## src/rtl/core/ssmc_pkg.sv

```systemverilog
`timescale 1ns / 1ps

package ssmc_pkg;

   // Field and state widths
   localparam int unsigned MODE_W   = 2;
   localparam int unsigned EDGES_W  = 4;
   localparam int unsigned SW_W     = 5;
   localparam int unsigned SEG_W    = 7;
   localparam int unsigned LED_W    = 10;
   localparam int unsigned PERIOD_W = 32;
   localparam int unsigned LEVEL_W  = 3;
   localparam int unsigned BASE_W   = 28;
   localparam int unsigned SEL_W    = 3;
   localparam int unsigned LEN_W    = 5;
   localparam int unsigned HEAD_W   = 4;
   localparam int unsigned OUT_DIGITS = 6;
   localparam int unsigned NUM_MSGS   = 6;
   localparam int unsigned GLYPH_SLOTS = 16;

   // Parameter defaults
   localparam int unsigned DEF_NUM_DIGITS         = 6;
   localparam int unsigned DEF_NUM_LEVELS         = 5;
   localparam int unsigned DEF_MAX_MESSAGE_LENGTH = 16;

   localparam logic [BASE_W-1:0] BASE_PERIOD_RESET = 28'd12500000;
   localparam logic [LED_W-1:0]  LED_ALL           = 10'h3FF;

   // Event kinds
   localparam logic [MODE_W-1:0] MODE_TICK     = 2'd0;
   localparam logic [MODE_W-1:0] MODE_BUTTONS  = 2'd1;
   localparam logic [MODE_W-1:0] MODE_SWITCHES = 2'd2;

   // Button bit positions
   localparam int unsigned BTN_SLOWER  = 0;
   localparam int unsigned BTN_FASTER  = 1;
   localparam int unsigned BTN_REVERSE = 2;
   localparam int unsigned BTN_PAUSE   = 3;

   // Switch patterns that select a message
   localparam logic [SW_W-1:0] SW_COFFEE    = 5'h00;
   localparam logic [SW_W-1:0] SW_CAFES     = 5'h01;
   localparam logic [SW_W-1:0] SW_CABS      = 5'h02;
   localparam logic [SW_W-1:0] SW_ACE       = 5'h04;
   localparam logic [SW_W-1:0] SW_TOAD      = 5'h08;
   localparam logic [SW_W-1:0] SW_BEEF      = 5'h10;

   localparam logic [SEL_W-1:0] SEL_NONE = 3'd0;

   // Glyph rows, one per message, blank padded
   localparam logic [SEG_W-1:0] MSG_GLYPHS [NUM_MSGS][GLYPH_SLOTS] = '{
      '{7'h39, 7'h3F, 7'h71, 7'h71, 7'h79, 7'h79, 7'h00, 7'h00,
        7'h00, 7'h00, 7'h00, 7'h00, 7'h00, 7'h00, 7'h00, 7'h00},
      '{7'h39, 7'h77, 7'h71, 7'h79, 7'h6D, 7'h00, 7'h00, 7'h00,
        7'h00, 7'h00, 7'h00, 7'h00, 7'h00, 7'h00, 7'h00, 7'h00},
      '{7'h39, 7'h77, 7'h7C, 7'h6D, 7'h00, 7'h00, 7'h00, 7'h00,
        7'h00, 7'h00, 7'h00, 7'h00, 7'h00, 7'h00, 7'h00, 7'h00},
      '{7'h77, 7'h39, 7'h79, 7'h00, 7'h00, 7'h00, 7'h00, 7'h00,
        7'h00, 7'h00, 7'h00, 7'h00, 7'h00, 7'h00, 7'h00, 7'h00},
      '{7'h07, 7'h3F, 7'h77, 7'h5E, 7'h6D, 7'h07, 7'h3F, 7'h3F,
        7'h06, 7'h6D, 7'h00, 7'h00, 7'h00, 7'h00, 7'h00, 7'h00},
      '{7'h39, 7'h77, 7'h71, 7'h79, 7'h00, 7'h7C, 7'h79, 7'h79,
        7'h71, 7'h00, 7'h39, 7'h3F, 7'h71, 7'h71, 7'h79, 7'h79}
   };

   // Controller to datapath
   typedef struct packed {
      logic capture;
      logic apply;
      logic fill;
      logic load_out;
   } ctl_cmd_type;

   // Datapath to controller
   typedef struct packed {
      logic need_fill;
      logic fill_last;
   } ctl_status_type;

   // Switch pattern to message number, none when unmatched
   function automatic logic [SEL_W-1:0] decode_switches(input logic [SW_W-1:0] sw);
      logic [SEL_W-1:0] sel;
      case (sw)
         SW_COFFEE: sel = 3'd1;
         SW_CAFES:  sel = 3'd2;
         SW_CABS:   sel = 3'd3;
         SW_ACE:    sel = 3'd4;
         SW_TOAD:   sel = 3'd5;
         SW_BEEF:   sel = 3'd6;
         default:   sel = SEL_NONE;
      endcase
      return sel;
   endfunction

   function automatic logic [LEN_W-1:0] msg_length(input logic [SEL_W-1:0] sel);
      logic [LEN_W-1:0] len;
      case (sel)
         3'd1:    len = 5'd6;
         3'd2:    len = 5'd5;
         3'd3:    len = 5'd4;
         3'd4:    len = 5'd3;
         3'd5:    len = 5'd10;
         3'd6:    len = 5'd16;
         default: len = 5'd0;
      endcase
      return len;
   endfunction

   function automatic logic [SEG_W-1:0] msg_glyph(input logic [SEL_W-1:0] sel,
                                                  input logic [LEN_W-1:0] pos);
      logic [SEL_W-1:0] row;
      logic [SEG_W-1:0] seg;
      row = sel - 3'd1;
      if (sel == SEL_NONE || sel > 3'(NUM_MSGS) || pos >= 5'(GLYPH_SLOTS)) begin
         seg = '0;
      end else begin
         seg = MSG_GLYPHS[row][pos[HEAD_W-1:0]];
      end
      return seg;
   endfunction

endpackage

```

## src/rtl/core/ssmc_ctrl.sv

```systemverilog
`timescale 1ns / 1ps

module ssmc_ctrl (
   input  logic                    clock,
   input  logic                    reset,
   input  logic                    req_valid,
   output logic                    req_ready,
   output logic                    rsp_valid,
   input  logic                    rsp_ready,
   input  ssmc_pkg::ctl_status_type status,
   output ssmc_pkg::ctl_cmd_type    cmd
);

   typedef enum logic [1:0] {
      ST_IDLE,
      ST_DECODE,
      ST_FILL,
      ST_EMIT
   } state_type;

   state_type state_ff;
   logic      rsp_valid_ff;
   logic      out_free;

   // output register free when empty or being drained this cycle
   assign out_free  = !rsp_valid_ff || rsp_ready;
   assign req_ready = (state_ff == ST_IDLE);
   assign rsp_valid = rsp_valid_ff;

   // commands
   always_comb begin
      cmd          = '0;
      cmd.capture  = (state_ff == ST_IDLE) && req_valid;
      cmd.apply    = (state_ff == ST_DECODE);
      cmd.fill     = (state_ff == ST_FILL);
      cmd.load_out = (state_ff == ST_EMIT) && out_free;
   end

   // state and result valid
   always_ff @(posedge clock) begin
      if (reset) begin
         state_ff     <= ST_IDLE;
         rsp_valid_ff <= 1'b0;
      end else begin
         case (state_ff)
            ST_IDLE: begin
               if (req_valid) state_ff <= ST_DECODE;
            end
            ST_DECODE: begin
               state_ff <= status.need_fill ? ST_FILL : ST_EMIT;
            end
            ST_FILL: begin
               if (status.fill_last) state_ff <= ST_EMIT;
            end
            ST_EMIT: begin
               if (out_free) state_ff <= ST_IDLE;
            end
            default: state_ff <= ST_IDLE;
         endcase

         if (cmd.load_out) begin
            rsp_valid_ff <= 1'b1;
         end else if (rsp_ready) begin
            rsp_valid_ff <= 1'b0;
         end
      end
   end

endmodule

```

## src/rtl/core/ssmc_datapath.sv

```systemverilog
`timescale 1ns / 1ps

module ssmc_datapath #(
   parameter int unsigned NUM_DIGITS         = ssmc_pkg::DEF_NUM_DIGITS,
   parameter int unsigned NUM_LEVELS         = ssmc_pkg::DEF_NUM_LEVELS,
   parameter int unsigned MAX_MESSAGE_LENGTH = ssmc_pkg::DEF_MAX_MESSAGE_LENGTH
) (
   input  logic                               clock,
   input  logic                               reset,
   input  ssmc_pkg::ctl_cmd_type              cmd,
   output ssmc_pkg::ctl_status_type           status,
   input  logic [ssmc_pkg::MODE_W-1:0]        req_mode,
   input  logic [ssmc_pkg::EDGES_W-1:0]       req_button_edges,
   input  logic [ssmc_pkg::SW_W-1:0]          req_switches,
   input  logic                               csr_wr_en,
   input  logic [ssmc_pkg::BASE_W-1:0]        csr_wr_data,
   output logic [ssmc_pkg::SEG_W-1:0]         rsp_digits [ssmc_pkg::OUT_DIGITS],
   output logic [ssmc_pkg::LED_W-1:0]         rsp_led_bar,
   output logic [ssmc_pkg::PERIOD_W-1:0]      rsp_tick_period,
   output logic [ssmc_pkg::LEVEL_W-1:0]       rsp_speed_level
);

   localparam int unsigned IDX_W = (NUM_DIGITS > 1) ? $clog2(NUM_DIGITS) : 1;
   localparam logic [ssmc_pkg::LEVEL_W-1:0] TOP_LEVEL =
      ssmc_pkg::LEVEL_W'(NUM_LEVELS - 1);
   localparam logic [ssmc_pkg::LEVEL_W-1:0] RESET_LEVEL =
      (NUM_LEVELS - 1 < 2) ? ssmc_pkg::LEVEL_W'(NUM_LEVELS - 1) : 3'd2;
   localparam int unsigned SHIFT_W = ssmc_pkg::BASE_W + 7;

   // captured item
   logic [ssmc_pkg::MODE_W-1:0]  mode_ff;
   logic [ssmc_pkg::EDGES_W-1:0] edges_ff;
   logic [ssmc_pkg::SW_W-1:0]    sw_ff;

   // marquee state
   logic [ssmc_pkg::BASE_W-1:0]  base_ff,    base_in;
   logic [ssmc_pkg::LEVEL_W-1:0] level_ff,   level_in;
   logic                         pause_ff,   pause_in;
   logic                         left_ff,    left_in;
   logic [ssmc_pkg::SEL_W-1:0]   sel_ff,     sel_in;
   logic [ssmc_pkg::LEN_W-1:0]   len_ff,     len_in;
   logic [ssmc_pkg::HEAD_W-1:0]  head_ff,    head_in;
   logic [ssmc_pkg::SW_W-1:0]    last_sw_ff, last_sw_in;
   logic                         seen_ff,    seen_in;
   logic [ssmc_pkg::SEG_W-1:0]   shown_ff [NUM_DIGITS];
   logic [ssmc_pkg::SEG_W-1:0]   shown_in [NUM_DIGITS];

   // refill walk
   logic [ssmc_pkg::LEN_W-1:0]   pos_ff,     pos_in;
   logic [IDX_W-1:0]             idx_ff,     idx_in;
   logic                         justify_ff, justify_in;

   // decode helpers
   logic [ssmc_pkg::HEAD_W-1:0]  head_inc, head_dec, head_adv;
   logic                         tick_moves, sw_new;
   logic [ssmc_pkg::SEL_W-1:0]   new_sel;
   logic [ssmc_pkg::LEN_W-1:0]   new_len, tbl_len;
   logic [ssmc_pkg::LEVEL_W-1:0] lvl_up, lvl_dn;
   logic [ssmc_pkg::SEG_W-1:0]   fill_seg;

   // result build
   logic [3:0]                   lvl_plus;
   logic [4:0]                   led_cnt;
   logic [ssmc_pkg::LED_W-1:0]   led_mask;
   logic [SHIFT_W-1:0]           period_wide;
   logic [ssmc_pkg::PERIOD_W-1:0] period_sat;
   logic [ssmc_pkg::SEG_W-1:0]   digit_out [ssmc_pkg::OUT_DIGITS];

   // head step in either direction, wrapping on the message length
   assign head_inc = ((5'(head_ff) + 5'd1) == len_ff) ? '0 : head_ff + 4'd1;
   assign head_dec = (head_ff == '0) ? ssmc_pkg::HEAD_W'(len_ff - 5'd1) : head_ff - 4'd1;
   assign head_adv = left_ff ? head_inc : head_dec;

   assign tick_moves = !pause_ff && (sel_ff != ssmc_pkg::SEL_NONE) && (len_ff != '0);
   assign sw_new     = !seen_ff || (sw_ff != last_sw_ff);

   // new message and its length, cut to the maximum
   assign new_sel = ssmc_pkg::decode_switches(sw_ff);
   assign tbl_len = ssmc_pkg::msg_length(new_sel);
   assign new_len = (6'(tbl_len) > 6'(MAX_MESSAGE_LENGTH)) ?
                    ssmc_pkg::LEN_W'(MAX_MESSAGE_LENGTH) : tbl_len;

   // one digit per fill step; blanks past the end on a fresh message
   assign fill_seg = (justify_ff && (5'(idx_ff) >= len_ff)) ? '0 :
                     ssmc_pkg::msg_glyph(sel_ff, pos_ff);

   assign status.need_fill = ((mode_ff == ssmc_pkg::MODE_TICK) && tick_moves) ||
                             ((mode_ff == ssmc_pkg::MODE_SWITCHES) && sw_new);
   assign status.fill_last = (idx_ff == IDX_W'(NUM_DIGITS - 1));

   // next state
   always_comb begin
      base_in    = base_ff;
      level_in   = level_ff;
      pause_in   = pause_ff;
      left_in    = left_ff;
      sel_in     = sel_ff;
      len_in     = len_ff;
      head_in    = head_ff;
      last_sw_in = last_sw_ff;
      seen_in    = seen_ff;
      shown_in   = shown_ff;
      pos_in     = pos_ff;
      idx_in     = idx_ff;
      justify_in = justify_ff;
      lvl_up     = level_ff;
      lvl_dn     = level_ff;

      if (csr_wr_en) base_in = csr_wr_data;

      if (cmd.apply) begin
         idx_in = '0;
         case (mode_ff)
            ssmc_pkg::MODE_TICK: begin
               if (tick_moves) begin
                  head_in    = head_adv;
                  pos_in     = 5'(head_adv);
                  justify_in = 1'b0;
               end
            end
            ssmc_pkg::MODE_BUTTONS: begin
               // reverse, faster, slower, then pause
               if (!pause_ff) begin
                  if (edges_ff[ssmc_pkg::BTN_REVERSE]) left_in = !left_ff;
                  if (edges_ff[ssmc_pkg::BTN_FASTER] && level_ff < TOP_LEVEL)
                     lvl_up = level_ff + 3'd1;
                  lvl_dn = lvl_up;
                  if (edges_ff[ssmc_pkg::BTN_SLOWER] && lvl_up != '0)
                     lvl_dn = lvl_up - 3'd1;
                  level_in = lvl_dn;
               end
               if (edges_ff[ssmc_pkg::BTN_PAUSE]) pause_in = !pause_ff;
            end
            ssmc_pkg::MODE_SWITCHES: begin
               if (sw_new) begin
                  sel_in     = new_sel;
                  len_in     = new_len;
                  head_in    = '0;
                  last_sw_in = sw_ff;
                  seen_in    = 1'b1;
                  pos_in     = '0;
                  justify_in = 1'b1;
               end
            end
            default: ;
         endcase
      end

      // shift the new digit in from the right
      if (cmd.fill) begin
         for (int k = 0; k < int'(NUM_DIGITS) - 1; k++) begin
            shown_in[k] = shown_ff[k+1];
         end
         shown_in[NUM_DIGITS-1] = fill_seg;
         pos_in = ((pos_ff + 5'd1) == len_ff) ? '0 : pos_ff + 5'd1;
         idx_in = idx_ff + 1'b1;
      end
   end

   // state registers
   always_ff @(posedge clock) begin
      if (reset) begin
         base_ff    <= ssmc_pkg::BASE_PERIOD_RESET;
         level_ff   <= RESET_LEVEL;
         pause_ff   <= 1'b0;
         left_ff    <= 1'b1;
         sel_ff     <= ssmc_pkg::SEL_NONE;
         len_ff     <= '0;
         head_ff    <= '0;
         last_sw_ff <= '0;
         seen_ff    <= 1'b0;
         idx_ff     <= '0;
         for (int k = 0; k < int'(NUM_DIGITS); k++) shown_ff[k] <= '0;
      end else begin
         base_ff    <= base_in;
         level_ff   <= level_in;
         pause_ff   <= pause_in;
         left_ff    <= left_in;
         sel_ff     <= sel_in;
         len_ff     <= len_in;
         head_ff    <= head_in;
         last_sw_ff <= last_sw_in;
         seen_ff    <= seen_in;
         idx_ff     <= idx_in;
         shown_ff   <= shown_in;
      end
   end

   // item capture and walk pointer
   always_ff @(posedge clock) begin
      if (cmd.capture) begin
         mode_ff  <= req_mode;
         edges_ff <= req_button_edges;
         sw_ff    <= req_switches;
      end
      pos_ff     <= pos_in;
      justify_ff <= justify_in;
   end

   // LED bar: two per level, all ten at the top
   assign lvl_plus = 4'(level_ff) + 4'd1;
   assign led_cnt  = {lvl_plus, 1'b0};
   assign led_mask = (led_cnt >= 5'd10) ? ssmc_pkg::LED_ALL :
                     (10'd1 << led_cnt) - 10'd1;

   // period with saturation
   assign period_wide = SHIFT_W'(base_ff) << level_ff;
   assign period_sat  = (|period_wide[SHIFT_W-1:ssmc_pkg::PERIOD_W]) ? '1 :
                        period_wide[ssmc_pkg::PERIOD_W-1:0];

   // digits past the display width read as blank
   for (genvar g = 0; g < int'(ssmc_pkg::OUT_DIGITS); g++) begin : g_digit
      if (g < int'(NUM_DIGITS)) begin : g_live
         assign digit_out[g] = shown_ff[g];
      end else begin : g_blank
         assign digit_out[g] = '0;
      end
   end

   // result register
   always_ff @(posedge clock) begin
      if (cmd.load_out) begin
         rsp_digits      <= digit_out;
         rsp_led_bar     <= pause_ff ? '0 : led_mask;
         rsp_tick_period <= period_sat;
         rsp_speed_level <= level_ff;
      end
   end

endmodule

```

## src/rtl/core/seven_segment_marquee_controller_core.sv

```systemverilog
`timescale 1ns / 1ps
// An item that redraws the digits goes through decode, the digit refill walk and
// emit before its result is valid; any other item goes from decode to emit.
// One item at a time: the refill walk writes one digit per cycle, and the next
// item is taken in the cycle after the result loads.
// Reset (synchronous, active high) restores level 2, running, scrolling left,
// no message, blank digits and base period 12500000.

module seven_segment_marquee_controller_core #(
   parameter int unsigned NUM_DIGITS         = ssmc_pkg::DEF_NUM_DIGITS,
   parameter int unsigned NUM_LEVELS         = ssmc_pkg::DEF_NUM_LEVELS,
   parameter int unsigned MAX_MESSAGE_LENGTH = ssmc_pkg::DEF_MAX_MESSAGE_LENGTH
) (
   input  logic                               clock,
   input  logic                               reset,
   input  logic                               req_valid,
   output logic                               req_ready,
   input  logic [ssmc_pkg::MODE_W-1:0]        req_mode,
   input  logic [ssmc_pkg::EDGES_W-1:0]       req_button_edges,
   input  logic [ssmc_pkg::SW_W-1:0]          req_switches,
   output logic                               rsp_valid,
   input  logic                               rsp_ready,
   output logic [ssmc_pkg::SEG_W-1:0]         rsp_digit0,
   output logic [ssmc_pkg::SEG_W-1:0]         rsp_digit1,
   output logic [ssmc_pkg::SEG_W-1:0]         rsp_digit2,
   output logic [ssmc_pkg::SEG_W-1:0]         rsp_digit3,
   output logic [ssmc_pkg::SEG_W-1:0]         rsp_digit4,
   output logic [ssmc_pkg::SEG_W-1:0]         rsp_digit5,
   output logic [ssmc_pkg::LED_W-1:0]         rsp_led_bar,
   output logic [ssmc_pkg::PERIOD_W-1:0]      rsp_tick_period,
   output logic [ssmc_pkg::LEVEL_W-1:0]       rsp_speed_level,
   input  logic                               csr_wr_en,
   input  logic [ssmc_pkg::BASE_W-1:0]        csr_wr_data
);

   ssmc_pkg::ctl_cmd_type    cmd;
   ssmc_pkg::ctl_status_type status;
   logic [ssmc_pkg::SEG_W-1:0] digits [ssmc_pkg::OUT_DIGITS];

   ssmc_ctrl u_ctrl (
      .clock     (clock),
      .reset     (reset),
      .req_valid (req_valid),
      .req_ready (req_ready),
      .rsp_valid (rsp_valid),
      .rsp_ready (rsp_ready),
      .status    (status),
      .cmd       (cmd)
   );

   ssmc_datapath #(
      .NUM_DIGITS         (NUM_DIGITS),
      .NUM_LEVELS         (NUM_LEVELS),
      .MAX_MESSAGE_LENGTH (MAX_MESSAGE_LENGTH)
   ) u_datapath (
      .clock            (clock),
      .reset            (reset),
      .cmd              (cmd),
      .status           (status),
      .req_mode         (req_mode),
      .req_button_edges (req_button_edges),
      .req_switches     (req_switches),
      .csr_wr_en        (csr_wr_en),
      .csr_wr_data      (csr_wr_data),
      .rsp_digits       (digits),
      .rsp_led_bar      (rsp_led_bar),
      .rsp_tick_period  (rsp_tick_period),
      .rsp_speed_level  (rsp_speed_level)
   );

   assign rsp_digit0 = digits[0];
   assign rsp_digit1 = digits[1];
   assign rsp_digit2 = digits[2];
   assign rsp_digit3 = digits[3];
   assign rsp_digit4 = digits[4];
   assign rsp_digit5 = digits[5];

endmodule

```

## config.mk

```make
export PLATFORM = sky130hd
export DESIGN_NAME = seven_segment_marquee_controller_core
export DESIGN_NICKNAME = d
export VERILOG_FILES = /design/src/rtl/core/ssmc_pkg.sv /design/src/rtl/core/ssmc_ctrl.sv /design/src/rtl/core/ssmc_datapath.sv /design/src/rtl/core/seven_segment_marquee_controller_core.sv
export SDC_FILE = /design/constraint.sdc
export NUM_CORES = 1
export LEC_CHECK = 0
export ABC_AREA = 1
export BUFFER_PORTS_ARGS = -buffer_cell sky130_fd_sc_hd__buf_2
export CAP_MARGIN = 15
export CORE_ASPECT_RATIO = 1.2
export CORE_MARGIN = 2
export CORE_UTILIZATION = 40
export CTS_CLUSTER_SIZE = 14
export DETAILED_ROUTE_END_ITERATION = 6
export GPL_ROUTABILITY_DRIVEN = 0
export PLACE_DENSITY_LB_ADDON = 0.05
export SYNTH_ARGS = -nofsm -noshare
export SYNTH_HDL_FRONTEND = slang
export SYNTH_SLANG_ARGS = --single-unit
```

## constraint.sdc

```tcl
create_clock -name clock -period 7.15 [get_ports clock]
set_input_delay 1.43 -clock clock [delete_from_list [all_inputs] [get_ports clock]]
set_output_delay 1.43 -clock clock [all_outputs]
set_load 0.05 [all_outputs]
```

== Word level (Yosys, flattened, before mapping) ==
Memories as Yosys holds them, arrays and structs flattened.
Cells that the tools add are included.
Operators by class
  bitwise operators: 3
  $lt $le $gt $ge: 8
  equality and inequality tests: 27
  add/sub/neg operators: 11
  shift-type cells: 2
  mux-type cells: 40
  reductions and logical operators: 38
Operator list (number)
  two-way mux 112 bit: 2
  left shift 28 x 3 -> 35 bit: 1
  two-way mux 5 bit: 6
  case mux 5 bit (6 select lines): 1
  binary-select mux 7 bit (select 4 bit): 1
  two-way mux 7 bit: 4
  two-way mux 3 bit: 7
  two-way mux 4 bit: 5
  case mux 3 bit (6 select lines): 1
  equality test 3 bit, second input constant: 4
  AND reduction 3 bit: 4
  AND reduction 4 bit: 3
  equality test 5 bit: 2
  >= comparator 5 bit, second input constant: 2
  two-way mux 10 bit: 1
  case mux 5 bit (2 select lines): 1
  left shift 1 x 5 -> 10 bit, first input constant: 1
  subtractor 10 x 1 -> 10 bit, second input constant: 1
  logical AND 1 bit: 9
  nonzero test 3 bit: 3
  != test 2 x 1 -> 1 bit, second input constant: 4
  case mux 2 bit (4 select lines): 1
  case mux 4 bit (2 select lines): 1
  subtractor 4 x 1 -> 4 bit, second input constant: 2
  39 further kinds: 62
Word-level totals
  ROM bits: 896
  input port bits: 44
  logic and storage cells: 162
  flip-flop bits (word level): 203
  output and inout bits: 89
  memories kept: 1
Memories
  (name not given): depth 8, width 112, read ports 1, clocked after Yosys merged registers in 0, wr ports 0, line ssmc_pkg.sv:117  | seg = MSG_GLYPHS[row][pos[HEAD_W-1:0]];

== Longest topological paths before layout ==
  word-level depth: 10
  depth in mapped cells: 14
  depth with buffers taken out: 13

== Cells and area by module ==
From an unflattened synthesis, not the netlist that was laid out.
Second synthesis, totals
  cells, all modules: 1163
  area, all modules: 9472.8 um^2
By module, submodules not included
  ssmc_datapath: sequential area each 5014.8 um^2, times used 1, area an instance 9246.4 um^2, cells each 1129
  ssmc_ctrl: sequential area each 60.1 um^2, times used 1, area an instance 226.5 um^2, cells each 34

== Least setup slack after synthesis ==
No wires, ideal clock.
  path kind: input port to flip-flop
  start: input rsp_ready
  end: register u_datapath.rsp_digits[0] in the netlist's numbering (enable)
  path buffers: 0
  setup time: 0.530 ns
  slack: 1.574 ns
  arrival time: 5.046 ns
  stages on the path: 2
  required time: 6.620 ns
  path through: nor2_1 -> nor2_1
RTL lines
  from (decl): line seven_segment_marquee_controller_core.sv:22  | input logic rsp_ready,
  to (signal assigned): line ssmc_datapath.sv:223  | rsp_digits <= digit_out;
  to (decl): line ssmc_datapath.sv:17  | output logic [ssmc_pkg::SEG_W-1:0] rsp_digits [ssmc_pkg::OUT_DIGITS],

== Worst setup path after layout ==
  start: register u_ctrl.state_ff[1]
  end: output req_ready
Between the ends
  word-level cells in the longest chain between the ends: 1
Ends and longest elaborated chain
  from (decl): line ssmc_ctrl.sv:21  | state_type state_ff;
  from (signal assigned): line ssmc_ctrl.sv:50  | state_ff <= status.need_fill ? ST_FILL : ST_EMIT;
  zero test 2 bit: line ssmc_ctrl.sv:27  | assign req_ready = (state_ff == ST_IDLE);
  to (decl): line seven_segment_marquee_controller_core.sv:17  | output logic req_ready,
Every way passes these cells.

==> metrics <==
number of global-route vias before repair 7,179; Mapped Area 9407 µm²; Die Height 172.0 µm; Rel. slew slack 0.2914; share of cells above drive strength 1 0.1576; leading cell type in the layout, fill and taps excluded nand2_1; Max-Cap Viols 0; P_int 2.548 mW; Net Count, Synth 1,181; Routed wire per std cell 14.79 µm; fin crit share 0.4229; area grow syn2layout 17.20%; Final nets 1,292; CTS root buffer clkbuf_16; CTS Buf Count 23; row count 61; fmax 330.7 MHz; total power 4.044 mW; H-tree depth 1; sequential area share after synthesis 0.5363; initial core utilization 0.4068; most frequent cells in the layout nand2_1 (233), nor2_1 (147), o21ai_0 (136), buf_2 (132), edfxtp_1 (102); clk_lat worst skew 0.52 ns; PortBufs 132; clk_skew 0.01837 ns; CP Launch Type flip-flop; Detailed Routing Iterations Pass 1 5; residual DRC count 0; footprint of the multi-input gates 3701 µm²; Seq. cell area 5045 µm²; WS Path Type reg -> out; Final Max Slew Viols 0; final worst slack 4.126 ns; CTS tree yes; beginning of the worst register-to-register path u_datapath.level_ff[0]; Setup TNS 0 ns; critical path cell sequence inv_1 -> ha_1 -> buf_2; Arr. time, crit path 1.59 ns; CP max stage delay 0.34 ns; Tot GR Track Use 0.1839; worst hold start u_datapath.digit_out[40]; Primary FF master, synth edfxtp_1; peak supply drop 0.1914 mV; critical-path maximum fanout 4; flop2flop setup slack 4.47 ns; initial antenna violation count 0; Worst Tran Pin Value 1.063 ns; P_sw 1.496 mW; endpoints failing setup 0; Ports 133; first-pass GRT wire length 36,510 µm; largest net degree at the start of global routing 82; fillers 2,303; P_leak 4.832 nW; Clk network pwr share 0.297; hold path depth 0; vias per cell 4.907; diodes inserted 0; worst reg2reg endpoint u_datapath.rsp_tick_period[5]; CTS resizes 0; Worst-path clk slew 0.06 ns; chip width 144.0 µm; CP endpoint kind output port; Async SR Flop Fraction 0; Sequential Power Share 0.402; drt first-iter violations 525; Hold Crit Class reg -> reg; CP Data Required Time 5.72 ns; Pwr Density 366.8 nW/µm²; reg2reg path depth 7; post-route ant nets 0; sw frac 0.3699; Post-synth EDFFs 102; RSZ-0062 raised after global routing no; die area 24,760 µm²; synthesized netlist cell count 1,109; logic gate share of total power 0.301; syn_area_per_cell 8.482 µm²; pre-CTS WS 4.002 ns; via count 7,615; final WL 22,950 µm; minimum clock period 3.024 ns; worst-case clock buffer depth 3; endpoints failing hold 0; Min-Delay Endpoint u_datapath.rsp_digits[40]; dpl hpwl 16,130 µm; core area 23,130 µm²; post-synthesis sequential element count 201; post-CTS setup repair buffer count 0; Yosys cell types 47; Worst path slowest cell dfxtp_1; clock net sink count 201; Yosys warnings 0; CTS Hold Buffers Added 0; status finished clean; Remaining Overflow, GRT 0
[cell type report]
| type | count | share of cell area |
|---|---|---|
| clock buffer | 30 | 0.05641 |
| timing repair buffer | 138 | 0.06401 |
| clock inverter | 12 | 0.01430 |
| inverter | 105 | 0.03620 |
| tap | 315 | 0.03575 |
| multi-input combinational | 751 | 0.3357 |
| sequential | 201 | 0.4576 |
[cell usage after synthesis, types with 3 or more instances]
cell type / instances / share of area
a211oi_1: 3 / 0.0024
a21boi_0: 18 / 0.014
a21oi_1: 55 / 0.029
a31oi_1: 6 / 0.0040
buf_1: 5 / 0.0020
buf_2: 7 / 0.0037
buf_4: 5 / 0.0040
buf_6: 6 / 0.0072
clkbuf_1: 28 / 0.011
dfxtp_1: 99 / 0.21
edfxtp_1: 102 / 0.33
ha_1: 28 / 0.037
inv_1: 97 / 0.039
inv_2: 4 / 0.0016
nand2_1: 233 / 0.093
nand2_2: 3 / 0.0020
nand3_1: 64 / 0.034
nand4_1: 12 / 0.0080
nor2_1: 148 / 0.059
nor3_1: 4 / 0.0021
o211ai_1: 5 / 0.0040
o21ai_0: 136 / 0.072
o21ai_1: 4 / 0.0021
or2_2: 4 / 0.0027
xor2_1: 6 / 0.0056
[flip-flops by register name (all words and copies together), names as in the netlist, 2 cells and up]
register                    flops
u_datapath.sel_ff               3
u_datapath.head_ff              4
u_datapath.sw_ff                5
u_datapath.rsp_digits          42
u_datapath.mode_ff              2
u_datapath.idx_ff               3
u_ctrl.state_ff                 2
u_datapath.rsp_tick_period     32
u_datapath.rsp_speed_level      3
u_datapath.pos_ff               5
u_datapath.edges_ff             4
u_datapath.rsp_led_bar          8
u_datapath.base_ff             28
u_datapath.last_sw_ff           5
u_datapath.len_ff               5
u_datapath.level_ff             3
u_datapath.digit_out           42
[how the worst max path moves through the flow]
stage | from | depth (start not counted) | to
after floorplan | rsp_ready | 2 | u_datapath.rsp_digits[0]
after global placement | reset | 5 | u_datapath.base_ff[16]
after detailed placement | reset | 5 | u_datapath.len_ff[3]
after CTS | u_ctrl.state_ff[1] | 3 | req_ready
after global routing | u_ctrl.state_ff[1] | 3 | req_ready
final | u_ctrl.state_ff[1] | 3 | req_ready
[stage by stage]
stage | hold WS (ns) | area, µm² | std cells | util
finish | 0.4306 | 11020 | 1552 | 0.4767
global route | 0.4437 | 11020 | 1552 | 0.4767
CTS | 0.4339 | 11020 | 1552 | 0.4767
detailed placement | 0.4176 | 10240 | 1510 | 0.4430
global placement | 0.4175 | 10240 | 1510 | 0.4430
floorplan | 0.4029 | 9407 | 1109 | -
[metal layers]
metal / GRT usage / share of wire / vias to the layer above
met5: 0 / 0 / -
met4: 0.04305 / 0.015 / 0
met3: 0.02215 / 0.038 / 26
met2: 0.3271 / 0.49 / 147
met1: 0.2388 / 0.45 / 3518
li1: - / - / 3924
[power groups by stage]
| stage | sequential, mW | clock [mW] | combinational [mW] |
|---|---|---|---|
| 3_3_place_gp | 1.65 | 0 | 1.22 |
| 6_report | 1.63 | 1.20 | 1.22 |
| 5_1_grt | 1.65 | 1.27 | 1.37 |
| 4_1_cts | 1.63 | 1.23 | 1.23 |
| 3_5_place_dp | 1.65 | 0 | 1.22 |
| 2_1_floorplan | 1.82 | 0 | 0.753 |
[cell families (layout without fill, tap and decap cells)]
group / Yosys count / after routing / synth area share
adder cells (fa/ha/maj): 28 / 28 / 0.03724
AND/OR/NAND/NOR: 477 / 477 / 0.2091
buffers and inverters: 157 / 285 / 0.07103
AO/OA/AOI/OAI: 237 / 237 / 0.1371
XOR/XNOR: 9 / 9 / 0.009179
flip-flops: 201 / 201 / 0.5363
[worst max-delay path, delay by kind of cell, from the launching register on]
kind                       cells  cell delay (ns)
adders and majority gates      1             0.31
buffers and inverters          2             0.43
DFF                            1             0.34
(Power assumes the default switching activity.)
